File: src/rtl/onewire_rom_search_macros.svh
// Assertion macros shared by the onewire_rom_search RTL.
// Included by each file that carries concurrent assertions; no other dependencies.
`ifndef ONEWIRE_ROM_SEARCH_MACROS_SVH
`define ONEWIRE_ROM_SEARCH_MACROS_SVH

`ifndef SYNTH
// Same-cycle implication, checked outside reset.
`define OWS_ASSERT_IMPL(label, clk, rst_n, ante, cons) \
	label: assert property (@(posedge clk) disable iff (!(rst_n)) (ante) |-> (cons)) \
		else $error("onewire_rom_search: assertion failed");
// Next-cycle implication, checked outside reset.
`define OWS_ASSERT_NEXT(label, clk, rst_n, ante, cons) \
	label: assert property (@(posedge clk) disable iff (!(rst_n)) (ante) |=> (cons)) \
		else $error("onewire_rom_search: assertion failed");
`else
`define OWS_ASSERT_IMPL(label, clk, rst_n, ante, cons)
`define OWS_ASSERT_NEXT(label, clk, rst_n, ante, cons)
`endif

`endif

File: src/rtl/ows_pkg.sv
// Package for the onewire_rom_search block: result kinds, item and result types, sizes.
// No dependencies; imported by every module of the block.
package ows_pkg;

	localparam int ID_BITS_DEF = 64;
	localparam int FAMILY_BITS = 8;
	localparam int OUTQ_DEPTH  = 4;

	typedef enum logic [1:0] {
		KIND_CMD   = 2'd0,
		KIND_WRITE = 2'd1,
		KIND_FOUND = 2'd2,
		KIND_FAIL  = 2'd3
	} kind_t;

	localparam logic FUNC_START = 1'b0;
	localparam logic FUNC_BITS  = 1'b1;

	typedef struct packed {
		logic func;
		logic restart;
		logic presence;
		logic id_bit;
		logic comp_bit;
	} item_t;

	typedef struct packed {
		kind_t kind;
		logic  write_bit;
		logic  last_device;
		logic  last;
	} res_t;

endpackage

File: src/rtl/ows_core.sv
// Search state registers and the per-transaction decision logic.
// Depends on ows_pkg and onewire_rom_search_macros.svh.
`include "onewire_rom_search_macros.svh"

module ows_core #(
	parameter int ID_BITS = ows_pkg::ID_BITS_DEF
) (
	input  logic                clk,
	input  logic                arst_n,
	input  logic                fire,
	input  ows_pkg::item_t      item,
	output ows_pkg::res_t       res0,
	output ows_pkg::res_t       res1,
	output logic                two,
	output logic [ID_BITS-1:0]  rom1
);
	import ows_pkg::*;

	localparam int POS_W = $clog2(ID_BITS + 2);
	localparam int IDX_W = $clog2(ID_BITS);

	logic [POS_W-1:0]   ld_q, lzp_q, pos_q;
	logic               ldf_q, in_pass_q;
	logic [ID_BITS-1:0] work_q, prev_q;

	logic [POS_W-1:0]   ld_d, lzp_d, pos_d;
	logic               ldf_d, in_pass_d;
	logic [ID_BITS-1:0] work_d, prev_d;

	logic [POS_W-1:0]   pos_m1, lzp_new;
	logic [IDX_W-1:0]   idx;
	logic               dir, end_of_pass, rs_ldf;
	logic [ID_BITS-1:0] work_new;

	assign pos_m1      = pos_q - POS_W'(1);
	assign idx         = pos_m1[IDX_W-1:0];
	assign end_of_pass = (pos_q == POS_W'(ID_BITS));
	assign rs_ldf      = item.restart ? 1'b0 : ldf_q;

	always_comb begin
		if (item.id_bit != item.comp_bit) begin
			dir = item.id_bit;
		end else if (pos_q < ld_q) begin
			dir = prev_q[idx];
		end else begin
			dir = (pos_q == ld_q);
		end
		lzp_new = ((item.id_bit == item.comp_bit) && !dir) ? pos_q : lzp_q;
		work_new = work_q;
		work_new[idx] = dir;
	end

	always_comb begin
		ld_d      = ld_q;
		ldf_d     = ldf_q;
		lzp_d     = lzp_q;
		pos_d     = pos_q;
		work_d    = work_q;
		prev_d    = prev_q;
		in_pass_d = in_pass_q;
		res0      = '{kind: KIND_FAIL, write_bit: 1'b0, last_device: 1'b0, last: 1'b1};
		res1      = '{kind: KIND_FAIL, write_bit: 1'b0, last_device: 1'b0, last: 1'b1};
		two       = 1'b0;
		rom1      = '0;
		if (item.func == FUNC_START) begin
			if (rs_ldf || !item.presence) begin
				ld_d      = '0;
				ldf_d     = 1'b0;
				in_pass_d = 1'b0;
			end else begin
				ld_d      = item.restart ? '0 : ld_q;
				ldf_d     = 1'b0;
				in_pass_d = 1'b1;
				pos_d     = POS_W'(1);
				lzp_d     = '0;
				work_d    = '0;
				res0.kind = KIND_CMD;
			end
		end else if (in_pass_q) begin
			if (item.id_bit && item.comp_bit) begin
				ld_d      = '0;
				ldf_d     = 1'b0;
				in_pass_d = 1'b0;
			end else begin
				lzp_d          = lzp_new;
				work_d         = work_new;
				pos_d          = pos_q + POS_W'(1);
				res0.kind      = KIND_WRITE;
				res0.write_bit = dir;
				if (end_of_pass) begin
					res0.last = 1'b0;
					two       = 1'b1;
					in_pass_d = 1'b0;
					prev_d    = work_new;
					if (work_new[FAMILY_BITS-1:0] == '0) begin
						ld_d  = '0;
						ldf_d = 1'b0;
					end else begin
						ld_d             = lzp_new;
						ldf_d            = (lzp_new == '0);
						res1.kind        = KIND_FOUND;
						res1.last_device = (lzp_new == '0);
						rom1             = work_new;
					end
				end
			end
		end
	end

	always_ff @(posedge clk or negedge arst_n) begin
		if (!arst_n) begin
			ld_q      <= '0;
			ldf_q     <= 1'b0;
			lzp_q     <= '0;
			pos_q     <= POS_W'(1);
			work_q    <= '0;
			prev_q    <= '0;
			in_pass_q <= 1'b0;
		end else if (fire) begin
			ld_q      <= ld_d;
			ldf_q     <= ldf_d;
			lzp_q     <= lzp_d;
			pos_q     <= pos_d;
			work_q    <= work_d;
			prev_q    <= prev_d;
			in_pass_q <= in_pass_d;
		end
	end

	`OWS_ASSERT_IMPL(a_pos_in_range, clk, arst_n, in_pass_q, (pos_q <= POS_W'(ID_BITS)) && (pos_q != '0))
	`OWS_ASSERT_NEXT(a_pass_ends, clk, arst_n, fire && two, !in_pass_q && (pos_q == POS_W'(ID_BITS + 1)))
	`OWS_ASSERT_NEXT(a_cmd_opens, clk, arst_n, fire && (res0.kind == KIND_CMD), in_pass_q && (pos_q == POS_W'(1)) && (work_q == '0))
	`OWS_ASSERT_IMPL(a_found_last_dev, clk, arst_n, two && (res1.kind == KIND_FOUND), res1.last_device == (ld_d == '0))

endmodule

File: src/rtl/ows_outq.sv
// Result queue: takes one or two results per transaction, hands out one per cycle while out_ready is high.
// Depends on ows_pkg and onewire_rom_search_macros.svh.
`include "onewire_rom_search_macros.svh"

module ows_outq #(
	parameter int ID_BITS = ows_pkg::ID_BITS_DEF
) (
	input  logic               clk,
	input  logic               arst_n,
	input  logic               push,
	input  logic               push_two,
	input  ows_pkg::res_t      res0,
	input  ows_pkg::res_t      res1,
	input  logic [ID_BITS-1:0] rom1,
	output logic               space_ok,
	output logic               out_valid,
	input  logic               out_ready,
	output ows_pkg::res_t      head,
	output logic [ID_BITS-1:0] head_rom
);
	import ows_pkg::*;

	localparam int DEPTH = OUTQ_DEPTH;
	localparam int PTR_W = $clog2(DEPTH);
	localparam int CNT_W = $clog2(DEPTH + 1);

	res_t               ent_q [DEPTH];
	logic [ID_BITS-1:0] rom_q [DEPTH];
	logic [PTR_W-1:0]   wr_q, rd_q, wr_p1;
	logic [CNT_W-1:0]   count_q, n_push;
	logic               pop;

	assign wr_p1     = wr_q + PTR_W'(1);
	assign out_valid = (count_q != '0);
	assign pop       = out_valid && out_ready;
	assign space_ok  = (count_q <= CNT_W'(DEPTH - 2));
	assign head      = ent_q[rd_q];
	assign head_rom  = rom_q[rd_q];
	assign n_push    = push ? (push_two ? CNT_W'(2) : CNT_W'(1)) : '0;

	always_ff @(posedge clk) begin
		if (push) begin
			ent_q[wr_q] <= res0;
			rom_q[wr_q] <= '0;
			if (push_two) begin
				ent_q[wr_p1] <= res1;
				rom_q[wr_p1] <= rom1;
			end
		end
	end

	always_ff @(posedge clk or negedge arst_n) begin
		if (!arst_n) begin
			wr_q    <= '0;
			rd_q    <= '0;
			count_q <= '0;
		end else begin
			if (push) begin
				wr_q <= wr_q + PTR_W'(n_push);
			end
			if (pop) begin
				rd_q <= rd_q + PTR_W'(1);
			end
			count_q <= count_q + n_push - (pop ? CNT_W'(1) : CNT_W'(0));
		end
	end

	`OWS_ASSERT_IMPL(a_count_bound, clk, arst_n, 1'b1, count_q <= CNT_W'(DEPTH))
	`OWS_ASSERT_IMPL(a_push_room, clk, arst_n, push, space_ok)

endmodule

File: src/rtl/onewire_rom_search.sv
// Top level of the 1-Wire search-ROM decision engine.
// Depends on ows_pkg, ows_core and ows_outq.
//
// Input channel (in_valid/in_ready) carries one transaction per command: func = 0
// starts a search pass (restart, presence), func = 1 delivers one read bit pair
// (id_bit, comp_bit), least significant ROM bit first.
// Output channel (out_valid/out_ready) returns results: kind (send search command,
// write direction bit, device found, search failed), write_bit, rom_id, last_device,
// and last, which marks the final result of a transaction.
// Every transaction gives one result; the final bit pair of a pass gives two.
// The input stage registers each accepted transaction; its results are written into the
// result queue from there, and the first of them is offered at the queue head.
// Throughput: one transaction per cycle, limited only by the output port draining
// one result per cycle through a four-entry result queue.
// A stalled receiver fills the queue; the input stage then holds its transaction
// and in_ready drops until room for two results is free.
// Reset clears the search state (no pass open, no discrepancy) and empties the queue.
module onewire_rom_search #(
	parameter int ID_BITS = ows_pkg::ID_BITS_DEF
) (
	input  logic               clk,
	input  logic               arst_n,
	input  logic               in_valid,
	output logic               in_ready,
	input  logic               func,
	input  logic               restart,
	input  logic               presence,
	input  logic               id_bit,
	input  logic               comp_bit,
	output logic               out_valid,
	input  logic               out_ready,
	output logic [1:0]         kind,
	output logic               write_bit,
	output logic [ID_BITS-1:0] rom_id,
	output logic               last_device,
	output logic               last
);
	import ows_pkg::*;

	item_t              item_s1;
	logic               valid_s1;
	logic               fire, space_ok, two;
	res_t               res0, res1, head;
	logic [ID_BITS-1:0] rom1;

	assign fire     = valid_s1 && space_ok;
	assign in_ready = !valid_s1 || fire;

	always_ff @(posedge clk or negedge arst_n) begin
		if (!arst_n) begin
			valid_s1 <= 1'b0;
		end else if (in_ready) begin
			valid_s1 <= in_valid;
		end
	end

	always_ff @(posedge clk) begin
		if (in_ready && in_valid) begin
			item_s1 <= '{func: func, restart: restart, presence: presence,
				id_bit: id_bit, comp_bit: comp_bit};
		end
	end

	ows_core #(
		.ID_BITS(ID_BITS)
	) u_core (
		.clk   (clk),
		.arst_n(arst_n),
		.fire  (fire),
		.item  (item_s1),
		.res0  (res0),
		.res1  (res1),
		.two   (two),
		.rom1  (rom1)
	);

	ows_outq #(
		.ID_BITS(ID_BITS)
	) u_outq (
		.clk      (clk),
		.arst_n   (arst_n),
		.push     (fire),
		.push_two (two),
		.res0     (res0),
		.res1     (res1),
		.rom1     (rom1),
		.space_ok (space_ok),
		.out_valid(out_valid),
		.out_ready(out_ready),
		.head     (head),
		.head_rom (rom_id)
	);

	assign kind        = head.kind;
	assign write_bit   = head.write_bit;
	assign last_device = head.last_device;
	assign last        = head.last;

endmodule

File: config.mk
export PLATFORM = sky130hd
export DESIGN_NAME = onewire_rom_search
export DESIGN_NICKNAME = d
export VERILOG_FILES = /design/src/rtl/ows_pkg.sv /design/src/rtl/ows_core.sv /design/src/rtl/ows_outq.sv /design/src/rtl/onewire_rom_search.sv
export VERILOG_INCLUDE_DIRS = /design/src /design/src/rtl
export SDC_FILE = /design/constraint.sdc
export NUM_CORES = 1
export LEC_CHECK = 0
export BUFFER_PORTS_ARGS = -buffer_cell sky130_fd_sc_hd__buf_2
export CORE_ASPECT_RATIO = 1.1
export CORE_MARGIN = 4
export CORE_UTILIZATION = 62
export DETAILED_ROUTE_END_ITERATION = 7
export PLACE_DENSITY_LB_ADDON = 0.3
export SLEW_MARGIN = 20
export SYNTH_ARGS = -nofsm -noshare
export SYNTH_HDL_FRONTEND = slang
export SYNTH_SLANG_ARGS = --single-unit
File: constraint.sdc
create_clock -name clk -period 5.96 [get_ports clk]
set_input_delay 0.894 -clock clk [delete_from_list [all_inputs] [get_ports clk]]
set_output_delay 0.894 -clock clk [all_outputs]
set_load 0.02 [all_outputs]
==> results.sh <==
export IMPL_finalCriticalPeriod_ns=5.029
export IMPL_grt_overflow_total=0
export IMPL_timing_max_cap_violations=0
export IMPL_worstReg2RegStart="u_core.pos_q[1]$_DFFE_PN0P_"
export IMPL_setup_viol=0
export IMPL_grt_first_pass_wirelength_mm=83.90
export IMPL_hold_viol_final=0
export IMPL_fin_crit_sh_pct=84.39
export IMPL_clk_pin_slew_ns=0.06
export IMPL_relSlewSlack_pct=25.33
export IMPL_hold_path_class="input pin to async pin"
export IMPL_die_area_um2=37220
export IMPL_cts_setup_buffers=0
export IMPL_cts_root_buf="clkbuf_16"
export IMPL_die_w_um=184.3
export IMPL_ys_ff_latch=440
export IMPL_routabilityCongestion=0.9124
export IMPL_postLayoutCellArea_um2=23160
export IMPL_drv_slew=0
export IMPL_num_io_pins=80
export IMPL_first_pass_iters=6
export IMPL_power_uw=13110
export IMPL_drc=0
export IMPL_wl_per_cell_um=23.79
export IMPL_initial_utilization_pct=63.21
export IMPL_antenna_left=0
export IMPL_insertion_delay_ns=0.57
export IMPL_layout_cells_non_filler=2210
export IMPL_grt_pass1_vias=14870
export IMPL_rr_worst_depth=11
export IMPL_nFillCells=2340
export IMPL_crit_arrival_ns=5.27
export IMPL_crit_path_start_kind="flip-flop"
export IMPL_diodes=0
export IMPL_cts_buffers=43
export IMPL_dp_cells=2130
export IMPL_crit_fanout=73
export IMPL_holdBufCountCts=0
export IMPL_power_density_nw_per_um2=566.3
export IMPL_routed_via_density=6.722
export IMPL_endpoint_kind="flip-flop"
export IMPL_critPathRequiredTime_ns=6.20
export IMPL_max_freq_ghz=0.1988
export IMPL_syn_inst=1752
export IMPL_p_leak_uw=0.008176
export IMPL_htree_levels=2
export IMPL_die_y_um=202.0
export IMPL_synth_nets=1777
export IMPL_cts_sinks=440
export IMPL_cts_tree="yes"
export IMPL_synth_cell_types=71
export IMPL_critPathKind="flip-flop to flip-flop"
export IMPL_r2r_slack_ns=0.93
export IMPL_hold_slack_ns=0.2361
export IMPL_port_buffers=79
export IMPL_syn2layout_area_growth_pct=9.229
export IMPL_grt_max_degree=105
export IMPL_drive_gt1_share_pct=19.80
export IMPL_fp_row_count=70
export IMPL_antenna_found_initial=1
export IMPL_timing_rr_end="u_outq.rom_q[1][32]$_SDFFCE_PN0P_"
export IMPL_outcome="finished, final reports clean"
export IMPL_layout_commonest_cell="edfxtp_1"
export IMPL_drt_total_wl_mm=52.57
export IMPL_fin_nets=1768
export IMPL_cts_buffer_depth=3
export IMPL_synth_warnings=0
export IMPL_fin_skew_ns=0.03284
export IMPL_synth_enable_flop_cells=269
export IMPL_drtIter0Drc=1539
export IMPL_core_um2=33540
export IMPL_syn_area_um2=21200
export IMPL_async_reset_ff_share_pct=36.14
export IMPL_fin_setup_tns_ns=0
export IMPL_worstMarginPinSlew_ns=1.120
export IMPL_placed_cell_area_um2=21730
export IMPL_ir_drop_v=0.0006888
export IMPL_synth_main_ff_cell="edfxtp_1"
export IMPL_vias=14860
export IMPL_dp_hpwl_mm=31.57
export IMPL_track_usage_pct=28.42
export IMPL_mostFrequentLayoutCells="edfxtp_1 (269), nand2_1 (200), nor3_1 (190)"
export IMPL_syn_mean_instance_area_um2=12.10
export IMPL_ys_seq_area_share_pct=58.00
export IMPL_rsz0062_at_grt="false"
export IMPL_cts_resized=0
[Yosys cell counts, types with 9 or more instances]
| library cell | count | area, um2 |
|---|---|---|
| buf_2 | 22 | 110.1 |
| o31ai_1 | 65 | 488.0 |
| and3_1 | 10 | 62.56 |
| dfrtp_1 | 158 | 3954 |
| a221o_1 | 10 | 100.1 |
| mux4_2 | 73 | 1644 |
| buf_1 | 10 | 37.54 |
| inv_1 | 26 | 97.59 |
| mux2i_1 | 15 | 150.1 |
| a41o_1 | 62 | 620.6 |
| a21oi_1 | 83 | 415.4 |
| nor3_1 | 191 | 955.9 |
| nor2_1 | 80 | 300.3 |
| o211ai_1 | 9 | 67.56 |
| edfxtp_1 | 269 | 8078 |
| o21ai_1 | 23 | 115.1 |
| ha_1 | 15 | 187.7 |
| buf_6 | 21 | 236.5 |
| clkbuf_1 | 112 | 420.4 |
| nand2_1 | 205 | 769.5 |
| o21ai_0 | 81 | 405.4 |
| nor3_2 | 60 | 600.6 |
| nand3_1 | 27 | 135.1 |
| dfxtp_1 | 12 | 240.2 |
[worst max path at each step]
stage | startpoint | endpoint | depth (start not counted)
floorplan | u_core.pos_q[0]$_DFFE_PN1P_ | u_outq.ent_q[3][1]$_DFFE_PP_ | 11
global placement | u_core.pos_q[1]$_DFFE_PN0P_ | u_outq.rom_q[1][56]$_SDFFCE_PN0P_ | 11
detailed placement | u_core.pos_q[1]$_DFFE_PN0P_ | u_outq.rom_q[1][32]$_SDFFCE_PN0P_ | 11
CTS | u_core.pos_q[1]$_DFFE_PN0P_ | u_outq.rom_q[1][32]$_SDFFCE_PN0P_ | 11
global route | u_core.pos_q[1]$_DFFE_PN0P_ | u_outq.rom_q[1][32]$_SDFFCE_PN0P_ | 11
finish | u_core.pos_q[1]$_DFFE_PN0P_ | u_outq.rom_q[1][32]$_SDFFCE_PN0P_ | 11
[logic make-up (layout without fill, tap and decap cells)]
kind of cell | Yosys count | count (layout) | synth area share, %
XOR/XNOR | 14 | 14 | 0.6845
AO/OA/AOI/OAI | 381 | 381 | 12.58
AND/OR/NAND/NOR | 614 | 614 | 14.59
adder cells (fa/ha/maj) | 16 | 16 | 0.9796
multiplexers | 92 | 92 | 8.675
flip-flops | 440 | 440 | 58.00
buffers and inverters | 195 | 221 | 4.491
[through the flow]
step,util (%),worst slack [ns]
5_1_grt,69.04,0.7741
3_5_place_dp,64.79,1.047
2_1_floorplan,-,0.4623
3_3_place_gp,64.70,1.174
6_report,69.04,0.9305
4_1_cts,69.02,0.9926
[metal layers]
layer	up-vias	wire length (um)	global-route usage, %
met5	-	13	0
met4	2	1934	10.88
met3	136	3935	5.076
met2	645	25280	45.10
met1	7423	21400	39.70
li1	6650	-	-
[critical path, stage by stage (launching register included)]
cell	delay, ns
dfrtp_1	0.53
inv_1	0.15
ha_1	0.33
xnor2_2	0.80
nor2_1	0.15
a311oi_2	0.30
a311oi_2	0.22
a211oi_4	0.62
a41o_2	0.35
and4b_4	0.67
buf_12	0.39
nor3_1	0.13
[flip-flops by register name, indices dropped and copies added (netlist names)]
| register | cells |
|---|---|
| u_outq.count_q | 3 |
| u_outq.rd_q | 2 |
| item_s1 | 5 |
| valid_s1 | 1 |
| u_core.work_q | 64 |
| u_outq.wr_q | 2 |
| u_core.pos_q | 7 |
| u_core.prev_q | 64 |
| u_core.ld_q | 7 |
| u_outq.ent_q | 20 |
| u_core.lzp_q | 7 |
| u_outq.rom_q | 256 |
| u_core.ldf_q | 1 |
| u_core.in_pass_q | 1 |
[where the power goes]
group | switching [uW] | internal [uW] | total, uW
Clock | 1170 | 1570 | 2730
Sequential | 379 | 3820 | 4200
Combinational | 4390 | 1800 | 6190
Total | 5940 | 7180 | 13100
[cell type report]
| class | instances | area (um2) | share of cell area, % |
|---|---|---|---|
| Timing Repair Buffer | 115 | 759.5 | 3.279 |
| Clock inverter | 11 | 98.84 | 0.4268 |
| Clock buffer | 69 | 1320 | 5.700 |
| Inverter | 26 | 98.84 | 0.4268 |
| Tap cell | 432 | 540.5 | 2.334 |
| Multi-Input combinational cell | 1117 | 8039 | 34.71 |
| Sequential cell | 440 | 12300 | 53.12 |
Note: power is estimated with default switching activity, not from simulation.
